`config.mk`:
```
export PLATFORM = sky130hd
export DESIGN_NAME = hvd_wrap_cell
export DESIGN_NICKNAME = d
export VERILOG_FILES = /design/src/rtl/core/hvd_pkg.sv /design/src/rtl/core/hvd_wrap_cell.sv
export SDC_FILE = /design/constraint.sdc
export NUM_CORES = 1
export LEC_CHECK = 0
export BUFFER_PORTS_ARGS = -buffer_cell sky130_fd_sc_hd__buf_2
export CORE_MARGIN = 2
export CORE_UTILIZATION = 42
export CTS_CLUSTER_SIZE = 40
export DETAILED_ROUTE_END_ITERATION = 6
export GPL_TIMING_DRIVEN = 0
export PLACE_DENSITY = 0.78
export SYNTH_ARGS = -nofsm -noshare
export SYNTH_HDL_FRONTEND = slang
export SYNTH_SLANG_ARGS = --single-unit
```
`constraint.sdc`:
```
create_clock -name clk -period 1.4 [get_ports clk]
set_clock_uncertainty 0.1 [all_clocks]
set_input_delay 0.35 -clock clk [delete_from_list [all_inputs] [get_ports clk]]
set_output_delay 0.35 -clock clk [all_outputs]
set_load 0.01 [all_outputs]
```
`src/rtl/core/hvd_pkg.sv`:
```
// Shared types, widths and constants of the haversine distance pipeline.
package hvd_pkg;

    localparam int STAGES     = 30;
    localparam int SQRT_STEPS = 31;
    localparam int XY_W       = 33;
    localparam int Z_W        = 34;
    localparam int Q_W        = 32;
    localparam int SQ_W       = 62;
    localparam int WRAP_W     = 36;
    localparam int LANES      = 4;

    localparam logic signed [Z_W-1:0]  PI_Q30      = 34'sd3373259426;
    localparam logic signed [Z_W-1:0]  HALF_PI_Q30 = 34'sd1686629713;
    localparam logic signed [XY_W-1:0] CORDIC_GAIN = 33'sd652032874;
    localparam logic signed [Q_W-1:0]  ONE_Q30     = 32'sd1073741824;
    localparam logic [30:0]            DEG2RAD_Q36 = 31'd1199381129;
    localparam logic [23:0]            TWO_RADIUS  = 24'd12742000;
    localparam logic [24:0]            MAX_DIST    = 25'd20015087;

    typedef struct packed {
        logic signed [XY_W-1:0] x;
        logic signed [XY_W-1:0] y;
        logic signed [Z_W-1:0]  z;
    } cordic_t;

    typedef struct packed {
        logic [SQ_W-1:0] rem;
        logic [SQ_W-1:0] root;
    } sqrt_t;

    function automatic logic signed [Z_W-1:0] atan_q30(input int idx);
        logic signed [Z_W-1:0] val;
        case (idx)
            0:  val = 34'sd843314857;
            1:  val = 34'sd497837829;
            2:  val = 34'sd263043837;
            3:  val = 34'sd133525159;
            4:  val = 34'sd67021687;
            5:  val = 34'sd33543516;
            6:  val = 34'sd16775851;
            7:  val = 34'sd8388437;
            8:  val = 34'sd4194283;
            9:  val = 34'sd2097149;
            10: val = 34'sd1048576;
            11: val = 34'sd524288;
            12: val = 34'sd262144;
            13: val = 34'sd131072;
            14: val = 34'sd65536;
            15: val = 34'sd32768;
            16: val = 34'sd16384;
            17: val = 34'sd8192;
            18: val = 34'sd4096;
            19: val = 34'sd2048;
            20: val = 34'sd1024;
            21: val = 34'sd512;
            22: val = 34'sd256;
            23: val = 34'sd128;
            24: val = 34'sd64;
            25: val = 34'sd32;
            26: val = 34'sd16;
            27: val = 34'sd8;
            28: val = 34'sd4;
            29: val = 34'sd2;
            default: val = '0;
        endcase
        return val;
    endfunction

endpackage

```
`src/rtl/core/hvd_wrap_cell.sv`:
```
// One conditional-subtract step of the modulo-360-degree angle reduction.
module hvd_wrap_cell
    import hvd_pkg::*;
#(
    parameter logic [WRAP_W-1:0] SUB = '0
)
(
    input  logic              clk,
    input  logic              en,
    input  logic [WRAP_W-1:0] din,
    output logic [WRAP_W-1:0] dout
);

    logic [WRAP_W-1:0] val_reg;
    logic [WRAP_W-1:0] val_next;

    always_comb
    begin
        val_next = (din >= SUB) ? din - SUB : din;
    end

    always_ff @(posedge clk)
    begin
        if (en)
        begin
            val_reg <= val_next;
        end
    end

    assign dout = val_reg;

endmodule

```
==> results.txt <==
Synth Flop Type = edfxtp_1
Yosys Warn Count = 0
vias in the first global route = 554
Leak Pwr = 0.666 nW
WL/cell = 12.8 um
Critical Path Stages = 1
H-tree levels = 2
#MultiIn Comb = 0
sequential fraction of the synthesis area = 1.00
max reg flops = 36
die height = 54.7 um
core area = 2450 sq um
fin util = 0.624
CP delay by family, top = flip-flops
number of synthesized flops with an enable pin = 36
Crit. End Element = output pin
Sink Count = 36
CTS tree = yes
Max IR drop VDD = 926 uV
Detailed Route WL = 1890 um
Post-Syn Instances = 36
Critical Path AT = 0.87 ns
Via density = 4.49
antenna violations before repair = 0
kind of critical path = flip-flop to output pin
total CTS buffers = 5
final-stage net count = 154
area grow syn2layout = 41.8%
# port buffers = 73
share of layout cells above drive strength 1 = 0.667
Slowest cell on crit path = edfxtp_1
count leader, synth = edfxtp_1
# Post-CTS Setup Buffers = 0
routability congestion estimate = 0.609
antenna cell count = 0
Final period util = 0.943
required time of the critical path = 0.95 ns
via count = 660
# setup viols final = 0
GR Util All Layers = 0.126
clk buf depth = 2
Hold Worst Slack = 0.0912 ns
RSZ-0062 raised after global routing = false
Slew Limit Headroom = 0.497
Root Buffer = clkbuf_4
Hold Startpoint = din[2]
startpoint types = flip-flop
Initial Util = 0.440
Synth area leader = edfxtp_1
grt ovf = 0
Hold EP = dout[2]
Die Footprint = 3000 sq um
Final ANT Viol Nets = 0
MaxCap Viol Count = 0
final hold violation count = 0
max incr delay on CP = 0.39 ns
max-slew violation count = 0
commonest cells in the netlist = edfxtp_1 (36)
critical path, cell by cell = buf_2
PwrDens = 1290 nW/um^2
Post-Syn Area = 1080 sq um
async set-or-reset flop fraction in the synthesized netlist = 0
fill cell count = 198
post-cts resize count = 0
Area contributors post-synth = edfxtp_1 (100%)
Ports = 74
multi-input logic area = 0 sq um
Detailed Route Iter0 Violations = 22
Post-Syn Nets = 74
HP Class = input port to flip-flop
Netlist cell types = 1
first-pass GRT wire length = 2330 um
Post-CTS Hold Fix Bufs = 0
final period demand of the worst path = 1.32 ns
final worst slack = 0.0793 ns
CP Max Fanout = 1
setup TNS = 0 ns
DR DRC count = 0
Tightest Pin Transition = 0.755 ns
syn_area_per_cell = 30.0 sq um
Placement Rows = 18
pre-CTS setup slack = -0.0408 ns
WHS Path Cells = 1
flops & latches, synth = 36
status = complete, no violations
Peak Freq = 757 MHz
pin count of the biggest net entering global routing = 37
share of the synthesized area in the top cell type = 1.00
total iterations of the first detailed-routing run = 4
Critical path buffers and inverters = 1
Worst-path clk slew = 0.10 ns
register area = 1080 sq um
DIE WIDTH = 54.7 um
## routing by layer
metal | share of wire | vias up | global-route usage | wire length, um
met4 | 0.013 | 0 | 0.0625 | 25
met2 | 0.47 | 49 | 0.198 | 885
li1 | - | 305 | - | -
met5 | 0 | - | 0 | 0
met1 | 0.36 | 302 | 0.122 | 672
met3 | 0.16 | 4 | 0.0902 | 303
## kinds of logic after synthesis
| group | count (synthesis) | share of synthesized area |
|---|---|---|
| DFF | 36 | 1.00 |
## worst max path at each step
stage                        start        to  slack (ns)
final                     dout[31]  dout[31]        0.08
after global routing      dout[22]  dout[22]        0.02
after CTS                 dout[31]  dout[31]        0.05
after detailed placement        en  dout[22]       -0.04
after global placement          en   dout[3]       0.002
after floorplan            dout[0]   dout[0]        0.56
## metrics by stage
step / power [mW] / std cells / area (sq um)
floorplan: 1.37 / 36 / 1080
global placement: 1.51 / 139 / 1480
detailed placement: 1.52 / 139 / 1480
CTS: 2.01 / 147 / 1530
global route: 2.07 / 147 / 1530
finish: 1.98 / 147 / 1530
## power breakdown
| group | internal (mW) | switching (mW) | total, mW | leakage, nW |
|---|---|---|---|---|
| sequential | 1.28 | 0.0178 | 1.30 | 0.352 |
| combinational | 0.0884 | 0.102 | 0.191 | 0.287 |
| clock | 0.193 | 0.295 | 0.488 | 0.0269 |
| total | 1.56 | 0.415 | 1.98 | 0.666 |
## layout make-up
type                  count  area share
clock buffer              7      0.0294
clock inverter            1     0.00245
sequential               36       0.705
tap                      30      0.0245
timing repair buffer     73       0.238
## cells in the final DEF (no fill, tap or decap)
| cell | n |
|---|---|
| buf_2 | 73 |
| edfxtp_1 | 36 |
| clkinv_1 | 1 |
| clkbuf_4 | 5 |
| clkbuf_1 | 2 |
Power figures use the tool's default switching activity.
