File: src/rtl/core/hvd_pkg.sv
// Shared types, widths and constants of the haversine distance pipeline.
package hvd_pkg;

    localparam int STAGES     = 30;
    localparam int SQRT_STEPS = 31;
    localparam int XY_W       = 33;
    localparam int Z_W        = 34;
    localparam int Q_W        = 32;
    localparam int SQ_W       = 62;
    localparam int WRAP_W     = 36;
    localparam int LANES      = 4;

    localparam logic signed [Z_W-1:0]  PI_Q30      = 34'sd3373259426;
    localparam logic signed [Z_W-1:0]  HALF_PI_Q30 = 34'sd1686629713;
    localparam logic signed [XY_W-1:0] CORDIC_GAIN = 33'sd652032874;
    localparam logic signed [Q_W-1:0]  ONE_Q30     = 32'sd1073741824;
    localparam logic [30:0]            DEG2RAD_Q36 = 31'd1199381129;
    localparam logic [23:0]            TWO_RADIUS  = 24'd12742000;
    localparam logic [24:0]            MAX_DIST    = 25'd20015087;

    typedef struct packed {
        logic signed [XY_W-1:0] x;
        logic signed [XY_W-1:0] y;
        logic signed [Z_W-1:0]  z;
    } cordic_t;

    typedef struct packed {
        logic [SQ_W-1:0] rem;
        logic [SQ_W-1:0] root;
    } sqrt_t;

    function automatic logic signed [Z_W-1:0] atan_q30(input int idx);
        logic signed [Z_W-1:0] val;
        case (idx)
            0:  val = 34'sd843314857;
            1:  val = 34'sd497837829;
            2:  val = 34'sd263043837;
            3:  val = 34'sd133525159;
            4:  val = 34'sd67021687;
            5:  val = 34'sd33543516;
            6:  val = 34'sd16775851;
            7:  val = 34'sd8388437;
            8:  val = 34'sd4194283;
            9:  val = 34'sd2097149;
            10: val = 34'sd1048576;
            11: val = 34'sd524288;
            12: val = 34'sd262144;
            13: val = 34'sd131072;
            14: val = 34'sd65536;
            15: val = 34'sd32768;
            16: val = 34'sd16384;
            17: val = 34'sd8192;
            18: val = 34'sd4096;
            19: val = 34'sd2048;
            20: val = 34'sd1024;
            21: val = 34'sd512;
            22: val = 34'sd256;
            23: val = 34'sd128;
            24: val = 34'sd64;
            25: val = 34'sd32;
            26: val = 34'sd16;
            27: val = 34'sd8;
            28: val = 34'sd4;
            29: val = 34'sd2;
            default: val = '0;
        endcase
        return val;
    endfunction

endpackage

File: src/rtl/core/hvd_cordic_cell.sv
// One CORDIC micro-rotation, rotation or vectoring mode, with its output register.
module hvd_cordic_cell
    import hvd_pkg::*;
#(
    parameter int SHIFT  = 0,
    parameter bit VECTOR = 1'b0
)
(
    input  logic    clk,
    input  logic    en,
    input  cordic_t din,
    output cordic_t dout
);

    localparam logic signed [Z_W-1:0] ANGLE = atan_q30(SHIFT);

    logic signed [XY_W-1:0] xs;
    logic signed [XY_W-1:0] ys;
    logic signed [Z_W-1:0]  zs;
    logic                   go_pos;
    cordic_t                step_reg;
    cordic_t                step_next;

    always_comb
    begin
        xs = din.x;
        ys = din.y;
        zs = din.z;
        // vectoring drives y toward zero, rotation drives z toward zero
        go_pos = VECTOR ? ys[XY_W-1] : !zs[Z_W-1];
        if (go_pos)
        begin
            step_next.x = xs - (ys >>> SHIFT);
            step_next.y = ys + (xs >>> SHIFT);
            step_next.z = zs - ANGLE;
        end
        else
        begin
            step_next.x = xs + (ys >>> SHIFT);
            step_next.y = ys - (xs >>> SHIFT);
            step_next.z = zs + ANGLE;
        end
    end

    always_ff @(posedge clk)
    begin
        if (en)
        begin
            step_reg <= step_next;
        end
    end

    assign dout = step_reg;

endmodule

File: config.mk
export PLATFORM = sky130hd
export DESIGN_NAME = hvd_cordic_cell
export DESIGN_NICKNAME = d
export VERILOG_FILES = /design/src/rtl/core/hvd_pkg.sv /design/src/rtl/core/hvd_cordic_cell.sv
export SDC_FILE = /design/constraint.sdc
export NUM_CORES = 1
export LEC_CHECK = 0
export BUFFER_PORTS_ARGS = -buffer_cell sky130_fd_sc_hd__buf_4
export CORE_MARGIN = 8
export CORE_UTILIZATION = 55
export DETAILED_ROUTE_END_ITERATION = 8
export GPL_TIMING_DRIVEN = 1
export PLACE_DENSITY = 0.82
export SLEW_MARGIN = 20
export SYNTH_ARGS = -nofsm -noshare
export SYNTH_HDL_FRONTEND = slang
export SYNTH_SLANG_ARGS = --single-unit
File: constraint.sdc
create_clock -name clk -period 8 [get_ports clk]
set_clock_uncertainty 0.15 [all_clocks]
set_input_delay 0.4 -clock clk [delete_from_list [all_inputs] [get_ports clk]]
set_output_delay 0.4 -clock clk [all_outputs]
set_load 0.005 [all_outputs]
==> reports/metrics.csv <==
stage;metric;value;unit
routing;dr.pass1.iters;6;
cts;cts_buffers;9;
sta;slew_headroom;45.56;%
cts;cts.sinks;99;
yosys;async_flop_share;0;%
final_layout;nets;1557;
yosys;ys_seq_area_share;29.44;%
die;initial_core_util;56.22;%
critical_path;path_max_fanout;48;
cts;holdBufCountCts;0;
routing;ant_nets;0;
die;die_h;151.5;µm
yosys;ys_types;78;
critical_path;cp-start-kind;input port;
cts;clockBufferDepth;2;
sta;hold_viol_final;0;
yosys;ys_ff_latch;99;
cts;htreeDepth;3;
critical_path;crit_required;7.96;ns
sta;setup_tns;0;ns
sta;rsz0062_at_grt;no;
critical_path;critPathKind;input port to register;
grt;grt_first_pass_wirelength;46.89;mm
die;dieWidth;151.5;µm
routing;via_per_inst;6.123;
yosys;ys_top_cells_by_area;edfxtp_1 29%, ha_1 16%, a21oi_1 7.1%, xnor2_1 6.9%, inv_1 3.9%;
yosys;yosysWarnings;0;
yosys;synthesis.nets;1390;
grt;grt-ovfl-total;0;
pwr;clkPwrFrac;23.9;%
final_layout;multi_input_comb_area;6501;µm²
sta;worstMarginPinSlew;0.8097;ns
pwr;p_switching;687.8;µW
worst_hold_path;hp-class;input port to register;
placement;gp_congestion;1.006;
die;rows;49;
routing;route.detailed.drc;0;
cts;cts_resized;0;
grt;grt_max_degree;60;
sta;period_share;49.45;%
routing;vias;9528;
die;fp.dieArea;22950;µm²
grt;globalRouteTotalUtil;25.57;%
die;core_area;17960;µm²
placement;placed_cell_area;11710;µm²
final_layout;seq_area;2973;µm²
pwr;finalPower;2014;µW
pwr;switching_share;34.14;%
yosys;synth-edff-count;99;
final_layout;drive_gt1_share;18.46;%
pwr;power_frac_comb;40.4;%
yosys;synth_most_common_cell;a21oi_1;
worst_hold_path;min_from;din[0];
grt;grt_pass1_vias;9121;
pwr;p_per_area;167.6;nW/µm²
sta;setup_viol;0;
critical_path;crit_start;din[33];
routing;drt_iter0_drc;952;
sta;layout_min_cycle_time;3.956;ns
run_status;status;finished, final reports clean;
pwr;power_frac_seq;35.7;%
routing;wl_per_cell;19.51;µm
yosys;yosysTopAreaCell;edfxtp_1;
placement;hpwl;23.88;mm
pwr;leakagePower;0.005442;µW
cts;cts_setup_buffers;0;
yosys;yosysTopAreaCellShare;29.44;%
sta;clock.fmax;252.8;MHz
routing;drt_wl_total;30.36;mm
placement;place_inst;1541;
yosys;synth_common_cells;144 x a21oi_1, 128 x ha_1, 105 x inv_1, 99 x edfxtp_1, 82 x nor2_1;
yosys;synth_area;10100;µm²
final_layout;areaGrowthSynthToFinish;19.04;%
yosys;synthCells;1156;
yosys;yosys_most_used_dff;edfxtp_1;
final_layout;fill_cells;1511;
cts;cts_tree;done;
final_layout;largest_reg_flops;99;
critical_path;arrival;3.91;ns
final_layout;finalNonFillerCells;1556;
cts;cts_root_buf;clkbuf_16;
placement;port_buffers;201;
pwr;p_int;1327;µW
yosys;synth_area_per_cell;8.736;µm²
final_layout;final_area;12020;µm²
cts;clk_pin_slew_worst_paths;0.07;ns
die;ios;202;
job;max_cap_violations;0;
critical_path;end_kind;register;
grt;antenna_found_initial;0;
pwr;ir_drop;0.1223;mV
final_layout;n_antenna_cell;0;
sta;slew_violations;0;
## through the flow
| step | hold slack, ns | setup WS [ns] | utilization (%) |
|---|---|---|---|
| after floorplan | 0.3625 | 4.316 | - |
| after global placement | 0.5857 | 3.877 | 65.18 |
| after detailed placement | 0.6022 | 3.807 | 65.18 |
| after CTS | 0.2371 | 4.161 | 66.92 |
| after global routing | 0.2519 | 3.815 | 66.92 |
| final | 0.2440 | 4.044 | 66.92 |
## critical path: stages
cell       delay (ns)
buf_4            0.43
clkinv_1         0.13
buf_4            0.34
ha_1             0.44
nor2b_1          0.22
o2111ai_1        0.17
nand3_1          0.14
or4b_1           0.46
a31oi_1          0.29
nor2_1           0.13
o21ai_1          0.31
a41o_1           0.22
a21oi_1          0.07
xnor2_1          0.13
## layout by cell type, fill, tap and decap left out, types with 18 or more instances in the layout
cell type	netlist	layout
o21bai_1	28	28
inv_1	105	104
nor2_1	82	82
edfxtp_1	99	99
a21oi_1	144	144
xnor2_1	79	79
a21o_1	43	43
o21ai_0	65	65
nand2_1	49	49
nand3_1	18	18
ha_1	128	128
buf_4	3	204
## area by class of cell
| class | count | share of cell area, % |
|---|---|---|
| flip-flops and latches | 99 | 24.73 |
| clock buffers | 9 | 1.873 |
| multi-input cells | 898 | 54.08 |
| repair buffers | 204 | 12.74 |
| clock inverters | 6 | 0.7286 |
| well taps | 229 | 2.383 |
| inverters | 111 | 3.466 |
## worst paths after layout
| path | slack (ns) | to | depth (start not counted) |
|---|---|---|---|
| worst max-delay path | 4.04 | dout[26]$_DFFE_PP_ | 14 |
| worst min-delay path | 0.24 | dout[0]$_DFFE_PP_ | 2 |
## power by group through the flow
stage	registers, µW	clock network, µW	logic (µW)
floorplan	734	0	460
CTS	721	487	803
global placement	730	0	786
global route	728	499	878
finish	720	481	813
detailed placement	732	0	798
## routing by layer
layer  track usage [%]  share of wire [%]  vias up
met3             4.247                9.7       67
met5                 0                  0        -
li1                  -                  -     4517
met2             41.29                 46      512
met1             33.80                 41     4432
met4             9.652                3.1        0
## cells by family after synthesis
family	synth area share, %
mux	1.425
buf+inv	6.183
flops	29.44
simple gates	12.34
fa+ha+maj	16.65
xor+xnor	8.066
compound gates	25.90
(Power assumes the default switching activity.)
