==> src/rtl/core/hvd_pkg.sv <==
// Shared types, widths and constants of the haversine distance pipeline.
package hvd_pkg;

    localparam int STAGES     = 30;
    localparam int SQRT_STEPS = 31;
    localparam int XY_W       = 33;
    localparam int Z_W        = 34;
    localparam int Q_W        = 32;
    localparam int SQ_W       = 62;
    localparam int WRAP_W     = 36;
    localparam int LANES      = 4;

    localparam logic signed [Z_W-1:0]  PI_Q30      = 34'sd3373259426;
    localparam logic signed [Z_W-1:0]  HALF_PI_Q30 = 34'sd1686629713;
    localparam logic signed [XY_W-1:0] CORDIC_GAIN = 33'sd652032874;
    localparam logic signed [Q_W-1:0]  ONE_Q30     = 32'sd1073741824;
    localparam logic [30:0]            DEG2RAD_Q36 = 31'd1199381129;
    localparam logic [23:0]            TWO_RADIUS  = 24'd12742000;
    localparam logic [24:0]            MAX_DIST    = 25'd20015087;

    typedef struct packed {
        logic signed [XY_W-1:0] x;
        logic signed [XY_W-1:0] y;
        logic signed [Z_W-1:0]  z;
    } cordic_t;

    typedef struct packed {
        logic [SQ_W-1:0] rem;
        logic [SQ_W-1:0] root;
    } sqrt_t;

    function automatic logic signed [Z_W-1:0] atan_q30(input int idx);
        logic signed [Z_W-1:0] val;
        case (idx)
            0:  val = 34'sd843314857;
            1:  val = 34'sd497837829;
            2:  val = 34'sd263043837;
            3:  val = 34'sd133525159;
            4:  val = 34'sd67021687;
            5:  val = 34'sd33543516;
            6:  val = 34'sd16775851;
            7:  val = 34'sd8388437;
            8:  val = 34'sd4194283;
            9:  val = 34'sd2097149;
            10: val = 34'sd1048576;
            11: val = 34'sd524288;
            12: val = 34'sd262144;
            13: val = 34'sd131072;
            14: val = 34'sd65536;
            15: val = 34'sd32768;
            16: val = 34'sd16384;
            17: val = 34'sd8192;
            18: val = 34'sd4096;
            19: val = 34'sd2048;
            20: val = 34'sd1024;
            21: val = 34'sd512;
            22: val = 34'sd256;
            23: val = 34'sd128;
            24: val = 34'sd64;
            25: val = 34'sd32;
            26: val = 34'sd16;
            27: val = 34'sd8;
            28: val = 34'sd4;
            29: val = 34'sd2;
            default: val = '0;
        endcase
        return val;
    endfunction

endpackage

==> src/rtl/core/hvd_sqrt_cell.sv <==
// One digit step of the bit-serial integer square root.
module hvd_sqrt_cell
    import hvd_pkg::*;
#(
    parameter int STEP = 0
)
(
    input  logic  clk,
    input  logic  en,
    input  sqrt_t din,
    output sqrt_t dout
);

    localparam logic [SQ_W-1:0] BIT = SQ_W'(1) << (2 * (SQRT_STEPS - 1 - STEP));

    logic [SQ_W-1:0] trial;
    sqrt_t           step_reg;
    sqrt_t           step_next;

    always_comb
    begin
        trial = din.root + BIT;
        if (din.rem >= trial)
        begin
            step_next.rem  = din.rem - trial;
            step_next.root = (din.root >> 1) + BIT;
        end
        else
        begin
            step_next.rem  = din.rem;
            step_next.root = din.root >> 1;
        end
    end

    always_ff @(posedge clk)
    begin
        if (en)
        begin
            step_reg <= step_next;
        end
    end

    assign dout = step_reg;

endmodule
==> config.mk <==
export PLATFORM = sky130hd
export DESIGN_NAME = hvd_sqrt_cell
export DESIGN_NICKNAME = d
export VERILOG_FILES = /design/src/rtl/core/hvd_pkg.sv /design/src/rtl/core/hvd_sqrt_cell.sv
export SDC_FILE = /design/constraint.sdc
export NUM_CORES = 1
export LEC_CHECK = 0
export BUFFER_PORTS_ARGS = -buffer_cell sky130_fd_sc_hd__buf_2
export CAP_MARGIN = 20
export CORE_ASPECT_RATIO = 0.9
export CORE_MARGIN = 2
export CORE_UTILIZATION = 40
export DETAILED_ROUTE_END_ITERATION = 10
export PLACE_DENSITY_LB_ADDON = 0.08
export SYNTH_ARGS = -nofsm -noshare
export SYNTH_HDL_FRONTEND = slang
export SYNTH_SLANG_ARGS = --single-unit
==> constraint.sdc <==
create_clock -name clk -period 3.5 [get_ports clk]
set_input_delay 0.35 -clock clk [delete_from_list [all_inputs] [get_ports clk]]
set_output_delay 0.35 -clock clk [all_outputs]
set_load 0.02 [all_outputs]
==> results of run 1 <==
-- stage by stage --
stage	cells	hold slack, ns	cell area, sq um	setup slack, ns
floorplan	822	0.449	8880	0.0865
global placement	1412	0.541	10900	-0.101
detailed placement	1412	0.543	10900	-0.144
CTS	1444	0.0971	11400	0.283
global route	1444	0.103	11400	0.0827
finish	1445	0.113	11400	0.288
-- synthesized netlist by cell type, types with 5 or more instances --
master,instances,area (sq um)
o21a_1,7,52.6
nor2_1,34,128
buf_4,9,67.6
xnor2_1,39,342
nand3_1,11,55.1
nand4_1,20,125
a21oi_1,82,410
and3_1,5,31.3
nor2b_1,5,31.3
buf_6,12,135
xor2_1,22,193
nor3_1,9,45.0
a21boi_0,6,45.0
o211ai_1,8,60.1
mux2_4,55,826
o21ai_0,43,215
and2_1,5,31.3
edfxtp_1,124,3720
a31oi_1,11,68.8
a21o_1,26,195
o21bai_1,11,82.6
nand2_1,63,236
a211oi_1,6,45.0
ha_1,62,776
inv_1,74,278
-- area by class of cell --
cell class	count	share of cell area
diodes	1	0.000219
clock buffers	19	0.0379
clock inverters	13	0.0111
inverters	74	0.0243
multi-input cells	588	0.398
flip-flops and latches	124	0.326
well taps	291	0.0319
repair buffers	335	0.171
-- per-layer routing --
| metal | routed length [um] | up-vias | GRT usage |
|---|---|---|---|
| li1 | - | 3659 | - |
| met1 | 11300 | 3305 | 0.284 |
| met2 | 10100 | 228 | 0.307 |
| met3 | 1590 | 22 | 0.0536 |
| met4 | 289 | 2 | 0.0500 |
| met5 | 13 | - | 0 |
-- worst max-delay path by stage --
stage | start | endpoint | slack (ns) | cells after the start
6_report | din[2] | dout[107] | 0.29 | 15
5_1_grt | din[2] | dout[90] | 0.08 | 16
4_1_cts | din[2] | dout[90] | 0.28 | 16
3_5_place_dp | din[2] | dout[104] | -0.14 | 16
3_3_place_gp | din[2] | dout[90] | -0.10 | 16
2_1_floorplan | din[2] | dout[101] | 0.09 | 13
-- cells by family (layout without fill, tap and decap cells) --
kind of cell               Yosys count  count (layout)  synth area share
xor gates and xnor gates            61              61            0.0602
AOI/OAI and AO/OA                  230             230             0.167
buffers and inverters              110             441            0.0686
adders and majority gates           63              63            0.0896
other                                0               1                 0
and+or+nand+nor                    172             172            0.0934
muxes                               62              62             0.101
DFF                                124             124             0.419
-- power by group through the flow --
stage                     Sequential, uW  Combinational [uW]  Clock [uW]
after global placement              1930                1750           0
after floorplan                     2160                 945           0
after detailed placement            1920                1760           0
after global routing                1910                1910        1810
after CTS                           1900                1760        1770
final                               1890                1750        1730
==> results.sh, run 1 <==
export IMPL_gp_congestion=0.848
export IMPL_synth_enable_flop_cells=124
export IMPL_rows=51
export IMPL_seq_area_frac_synth=0.419
export IMPL_seq_area_sq_mm=0.00372
export IMPL_syn_nets=1011
export IMPL_track_usage=0.201
export IMPL_cap_violations=0
export IMPL_holdBufCountCts=0
export IMPL_drtAntennaViolNets=0
export IMPL_htree_levels=4
export IMPL_dp_hpwl_um=18700
export IMPL_cts_tree="yes"
export IMPL_whs_endpoint="dout[19]"
export IMPL_net_switching_power_uw=1670
export IMPL_wl_per_cell_um=16.2
export IMPL_slew_headroom=0.575
export IMPL_rsz0062_at_grt="no"
export IMPL_crit_required_ns=3.67
export IMPL_synthArstFlopShare=0
export IMPL_final_common_cell="buf_2"
export IMPL_crit_fanout=4
export IMPL_hold_viol_final=0
export IMPL_hold_start="din[20]"
export IMPL_fin_crit_ns=3.21
export IMPL_tns_ns=0
export IMPL_status="completed"
export IMPL_clock_sinks=124
export IMPL_antenna_found_initial=2
export IMPL_path_cells="buf_2, inv_1, ha_1, a21oi_1, a211oi_1, buf_4, o211ai_1, a211o_1, a211oi_1, buf_4, nor2_1, o31ai_1, a21oi_1, xnor2_1, mux2_4"
export IMPL_core_area_sq_mm=0.0217
export IMPL_cts_resized=0
export IMPL_clockRootBuffer="clkbuf_16"
export IMPL_cp_end_kind="flip-flop"
export IMPL_ys_warnings_count=0
export IMPL_hp_class="input pin to flip-flop"
export IMPL_vdd_drop_max_mv=0.294
export IMPL_synth_flop_cell="edfxtp_1"
export IMPL_largest_reg_flops=124
export IMPL_drt_pass1_iter_count=5
export IMPL_die_y_um=145
export IMPL_critPathMaxStageDelay_ns=0.40
export IMPL_hold_depth=1
export IMPL_worstSetupPathType="input pin to flip-flop"
export IMPL_p_int_uw=3700
export IMPL_finalPower_uw=5370
export IMPL_fin_crit_sh=0.918
export IMPL_clock_power_share=0.321
export IMPL_dieWidth_um=161
export IMPL_power_frac_comb=0.326
export IMPL_portBuffers=249
export IMPL_drc=0
export IMPL_multi_input_area_sq_mm=0.00455
export IMPL_grt_pass1_wl_um=37800
export IMPL_fin_util=0.526
export IMPL_tightestPinTransition_ns=0.632
export IMPL_clk_pin_slew_worst_paths_ns=0.06
export IMPL_drive_above_1_share=0.387
export IMPL_setup_viol=0
export IMPL_initial_core_util=0.409
export IMPL_syn_inst=822
export IMPL_cts_max_path_buffers=2
export IMPL_netlist_area_sq_mm=0.00888
export IMPL_layout_common_cells="248 x buf_2, 124 x edfxtp_1, 82 x a21oi_1, 82 x buf_4, 74 x inv_1"
export IMPL_cp_arrival_ns=3.38
export IMPL_grt_pass1_vias=7289
export IMPL_n_fill_cell=2083
export IMPL_power_leakage_uw=0.00535
export IMPL_vias=7216
export IMPL_cp_slowest_cell="o31ai_1"
export IMPL_seqPwrFrac=0.353
export IMPL_critPathBufInv=4
export IMPL_die_area_sq_mm=0.0234
export IMPL_grt_remaining_overflow=0
export IMPL_nets=1329
export IMPL_numCtsBuffers=17
export IMPL_synth_lib_cells_used_distinct=68
export IMPL_cp_start_kind="input pin"
export IMPL_switching_share=0.312
export IMPL_wl_um=23400
export IMPL_syn_area_per_cell_sq_um=10.8
export IMPL_crit_family="compound AO/OA/AOI/OAI gates"
export IMPL_powerDensity_mw_per_mm2=470
export IMPL_syn_to_final_growth_pct=28.6
export IMPL_drtIter0Drc=408
export IMPL_grt_max_degree=64
export IMPL_yosys_register_bits=124
export IMPL_io_pins=250
export IMPL_postCtsSetupBuffers=0
export IMPL_timing_fmax_mhz=311
export IMPL_via_per_inst=4.99
export IMPL_finalMaxSlewViolations=0
Note: power is estimated with default switching activity, not from simulation.
==> inputs of run 2 (changes only) <==
--- a/config.mk
+++ b/config.mk
@@ -9,7 +9,7 @@
 export CAP_MARGIN = 20
 export CORE_ASPECT_RATIO = 0.9
 export CORE_MARGIN = 2
-export CORE_UTILIZATION = 40
+export CORE_UTILIZATION = 48
 export DETAILED_ROUTE_END_ITERATION = 10
 export PLACE_DENSITY_LB_ADDON = 0.08
 export SYNTH_ARGS = -nofsm -noshare
==> run 2 against run 1 <==
Worst setup slack got worse by 0.067 ns. Hold slack improved by 0.0063 ns. Power down 2.1%. Cell count shrank 4.8%. Die area shrank 16%. Via count increased by 0.75%. Utilization increased by 8.5 points.
==> results.sh, run 2 (synthesis gave the netlist of run 1 again) <==
export IMPL_fin_cells=1376
export IMPL_layout_common_cells="248 x buf_2, 124 x edfxtp_1, 82 x a21oi_1"
export IMPL_core_area_sq_mm=0.0183
export IMPL_crit_required_ns=3.67
export IMPL_clock_sinks=124
export IMPL_status="completed"
export IMPL_cts_tree="yes"
export IMPL_drt_pass1_iter_count=5
export IMPL_rsz0062_at_grt="no"
export IMPL_nets=1308
export IMPL_portBuffers=249
export IMPL_gp_congestion=0.934
export IMPL_postCtsSetupBuffers=0
export IMPL_crit_path_end="dout[119]"
export IMPL_cts_resized=0
export IMPL_fin_crit_sh=0.937
export IMPL_vdd_drop_max_mv=0.347
export IMPL_finalInstanceArea_sq_mm=0.0112
export IMPL_vias=7270
export IMPL_hold_slack_ns=0.119
export IMPL_holdBufCountCts=0
export IMPL_dieWidth_um=147
export IMPL_die_y_um=133
export IMPL_dp_hpwl_um=17600
export IMPL_seq_area_sq_mm=0.00372
export IMPL_wl_per_cell_um=16.2
export IMPL_slew_headroom=0.481
export IMPL_power_leakage_uw=0.00523
export IMPL_wl_um=22300
export IMPL_clockRootBuffer="clkbuf_16"
export IMPL_rows=47
export IMPL_crit_fanout=4
export IMPL_io_pins=250
export IMPL_initial_core_util=0.485
export IMPL_cap_violations=0
export IMPL_multi_input_area_sq_mm=0.00455
export IMPL_clk_pin_slew_worst_paths_ns=0.06
export IMPL_die_area_sq_mm=0.0196
export IMPL_timing_fmax_mhz=305
export IMPL_grt_pass1_vias=7193
export IMPL_grt_max_degree=72
export IMPL_powerDensity_mw_per_mm2=470
export IMPL_drc=0
export IMPL_fin_crit_ns=3.28
export IMPL_cts_max_path_buffers=2
export IMPL_drive_above_1_share=0.370
export IMPL_grt_remaining_overflow=0
export IMPL_worstSetupPathType="input pin to flip-flop"
export IMPL_final_common_cell="buf_2"
export IMPL_via_per_inst=5.28
export IMPL_hp_class="input pin to flip-flop"
export IMPL_dp_cells=1345
export IMPL_numCtsBuffers=17
export IMPL_track_usage=0.226
export IMPL_n_fill_cell=1630
export IMPL_drtIter0Drc=439
export IMPL_grt_pass1_wl_um=35500
export IMPL_critPathLaunch="din[2]"
export IMPL_syn_to_final_growth_pct=26.0
export IMPL_drtAntennaViolNets=0
export IMPL_cp_end_kind="flip-flop"
export IMPL_hold_viol_final=0
export IMPL_antenna_found_initial=2
export IMPL_largest_reg_flops=124
export IMPL_cp_arrival_ns=3.45
export IMPL_dpl_instance_area_sq_mm=0.0106
export IMPL_tightestPinTransition_ns=0.773
export IMPL_setup_viol=0
export IMPL_cp_start_kind="input pin"
export IMPL_hold_depth=1
export IMPL_htree_levels=4
export IMPL_finalMaxSlewViolations=0
[run 2: cell types whose count changed in the layout (fill, tap and decap cells not counted), sizes merged]
cell / delta
clkinvlp: -1
clkinv: -1
buf: -21
[run 2: report_power, final]
part           internal, uW  leakage [uW]  switching, uW  total, uW
Combinational           774       0.00376            944       1720
Sequential             1860       0.00121           39.4       1900
Clock                  1020      0.000256            622       1640
[run 2: worst max-delay path: stages]
cell	delay (ns)
buf_2	0.09
inv_1	0.04
ha_1	0.35
a21oi_1	0.10
a211oi_1	0.28
buf_4	0.17
o211ai_1	0.13
a211o_1	0.38
a211oi_1	0.33
buf_4	0.18
o21ai_0	0.15
a21oi_1	0.21
buf_4	0.16
a31oi_1	0.11
xnor2_1	0.15
mux2_4	0.27
[run 2: final cells by class]
| type | count | area share |
|---|---|---|
| Antenna cell | 1 | 0.000224 |
| Clock buffer | 19 | 0.0387 |
| Clock inverter | 11 | 0.00929 |
| Inverter | 74 | 0.0248 |
| Multi-Input combinational cell | 588 | 0.406 |
| Sequential cell | 124 | 0.333 |
| Tap cell | 245 | 0.0274 |
| Timing Repair Buffer | 314 | 0.160 |
[run 2: through the flow]
step	worst slack (ns)	TNS, ns	util	total power, uW
5_1_grt	0.0596	0	0.611	5500
3_5_place_dp	-0.140	-2.92	0.582	3630
3_3_place_gp	-0.157	-1.46	0.582	3620
4_1_cts	0.260	0	0.611	5300
2_1_floorplan	0.0865	0	-	3110
6_report	0.221	0	0.611	5260
[run 2: layer usage]
metal,part of all wire,global-route usage
met5,0.00058,0
met2,0.45,0.355
met1,0.48,0.313
met3,0.061,0.0559
met4,0.012,0.0614
[run 2: how the worst min path moves through the flow]
stage | start | to
after global routing | din[11] | dout[10]
after detailed placement | din[5] | dout[4]
after CTS | din[55] | dout[54]
after global placement | din[58] | dout[57]
final | din[58] | dout[57]
after floorplan | din[1] | dout[0]
==> inputs of run 3 (changes only) <==
--- a/config.mk
+++ b/config.mk
@@ -11,7 +11,9 @@
 export CORE_MARGIN = 2
 export CORE_UTILIZATION = 48
 export DETAILED_ROUTE_END_ITERATION = 10
+export MAX_ROUTING_LAYER = met4
 export PLACE_DENSITY_LB_ADDON = 0.08
+export RECOVER_POWER = 100
 export SYNTH_ARGS = -nofsm -noshare
 export SYNTH_HDL_FRONTEND = slang
 export SYNTH_SLANG_ARGS = --single-unit
==> run 3 against run 2 <==
The run now ends with capacitance limit, slew limit left. Non-clock buffer count down 1. Via count is 0.36% lower. Power decreased by 2.5%. Critical path type unchanged. Critical endpoint is now dout[101]. Highest routed layer is now met4.
==> results.sh, run 3 (synthesis gave the netlist of run 1 again) <==
export IMPL_clk_pin_slew_worst_paths_ns=0.06
export IMPL_rows=47
export IMPL_hold_slack_ns=0.104
export IMPL_drive_above_1_share=0.216
export IMPL_initial_core_util=0.485
export IMPL_grt_remaining_overflow=0
export IMPL_cts_resized=0
export IMPL_dieWidth_um=147
export IMPL_cts_tree="yes"
export IMPL_power_leakage_uw=0.00472
export IMPL_fin_util=0.594
export IMPL_htree_levels=4
export IMPL_status="finished with violations"
export IMPL_gp_congestion=0.945
export IMPL_n_fill_cell=1679
export IMPL_cp_arrival_ns=3.47
export IMPL_holdBufCountCts=0
export IMPL_io_pins=250
export IMPL_wl_per_cell_um=16.3
export IMPL_path_cells="buf_2, inv_1, ha_1, fa_1, nor2b_4, o21bai_1, a21oi_1, o31a_2, o2111ai_1, a21oi_1, a31oi_4, o21ai_1, a211oi_4, buf_4, buf_8, mux2_4"
export IMPL_postCtsSetupBuffers=0
export IMPL_rsz0062_at_grt="no"
export IMPL_final_common_cell="clkbuf_1"
export IMPL_die_y_um=133
export IMPL_violations="capacitance limit, slew limit"
export IMPL_wl_um=22400
export IMPL_seq_area_sq_mm=0.00372
export IMPL_largest_reg_flops=124
export IMPL_drtIter0Drc=484
export IMPL_clockRootBuffer="clkbuf_16"
export IMPL_via_per_inst=5.27
export IMPL_hp_class="input pin to flip-flop"
export IMPL_worstSetupPathType="input pin to flip-flop"
export IMPL_tightestPinTransition_ns=1.60
export IMPL_cap_violations=2
export IMPL_crit_fanout=19
export IMPL_grt_max_degree=64
export IMPL_portBuffers=249
export IMPL_hold_depth=1
export IMPL_drt_pass1_iter_count=7
export IMPL_layout_common_cells="165 x clkbuf_1, 124 x edfxtp_1, 86 x buf_2"
export IMPL_die_area_sq_mm=0.0196
export IMPL_syn_to_final_growth_pct=22.4
export IMPL_cp_start_kind="input pin"
export IMPL_antenna_cells=0
export IMPL_cts_max_path_buffers=2
export IMPL_finalMaxSlewViolations=127
export IMPL_drc=0
export IMPL_vdd_drop_max_mv=0.371
export IMPL_critPathMaxStageDelay_ns=0.39
export IMPL_setup_viol=0
export IMPL_fin_crit_sh=0.943
export IMPL_core_area_sq_mm=0.0183
export IMPL_drtAntennaViolNets=0
export IMPL_timing_fmax_mhz=303
export IMPL_grt_pass1_wl_um=35600
export IMPL_grt_pass1_vias=7105
export IMPL_vias=7244
export IMPL_crit_required_ns=3.67
export IMPL_crit_top_cell="a21oi_1"
export IMPL_hold_viol_final=0
export IMPL_track_usage=0.234
export IMPL_nets=1307
export IMPL_cp_end_kind="flip-flop"
export IMPL_clock_sinks=124
export IMPL_powerDensity_mw_per_mm2=472
export IMPL_slew_headroom=-0.0685
export IMPL_fin_crit_ns=3.30
export IMPL_multi_input_area_sq_mm=0.00450
export IMPL_numCtsBuffers=17
export IMPL_cp_slowest_cell="o31a_2"
export IMPL_antenna_found_initial=0
export IMPL_dp_hpwl_um=17500
==> run 3: critical path, delay by kind of cell <==
kind	cells	cell delay, ns
buffers and inverters	4	0.55
adders and majority gates	2	0.47
and+or+nand+nor	1	0.05
muxes	1	0.33
AOI/OAI and AO/OA	8	1.71
==> run 3: where the power goes <==
part           total, uW  internal, uW  switching (uW)
combinational       1640           697             938
clock               1590           948             638
sequential          1900          1860            43.1
==> run 3: area by class of cell <==
cell class | count | share of cell area
Inverter | 74 | 0.0256
Sequential cell | 124 | 0.343
Clock buffer | 19 | 0.0398
Multi-Input combinational cell | 588 | 0.414
Tap cell | 245 | 0.0282
Clock inverter | 11 | 0.00737
Timing Repair Buffer | 313 | 0.142
==> run 3: metrics by stage <==
stage | instance area (sq um) | std cells | TNS, ns | setup WS, ns | power (uW)
floorplan | 8880 | 822 | 0 | 0.0865 | 3110
global placement | 10600 | 1344 | -0.626 | -0.134 | 3630
detailed placement | 10600 | 1344 | -5.55 | -0.145 | 3630
CTS | 11100 | 1374 | 0 | 0.267 | 5230
global route | 10900 | 1374 | 0 | 0.0295 | 5360
finish | 10900 | 1374 | 0 | 0.199 | 5130
==> run 3: routing by layer <==
| layer | track usage | vias up | wire [um] |
|---|---|---|---|
| met5 | - | - | 0 |
| met4 | 0.0545 | 0 | 267 |
| met3 | 0.0559 | 22 | 1210 |
| met2 | 0.352 | 206 | 10000 |
| met1 | 0.323 | 3413 | 10900 |
| li1 | - | 3603 | - |
==> run 3: path summary, 6_finish.rpt <==
path / startpoint / end / slack, ns
max: din[62] / dout[101] / 0.20
min: din[55] / dout[54] / 0.10
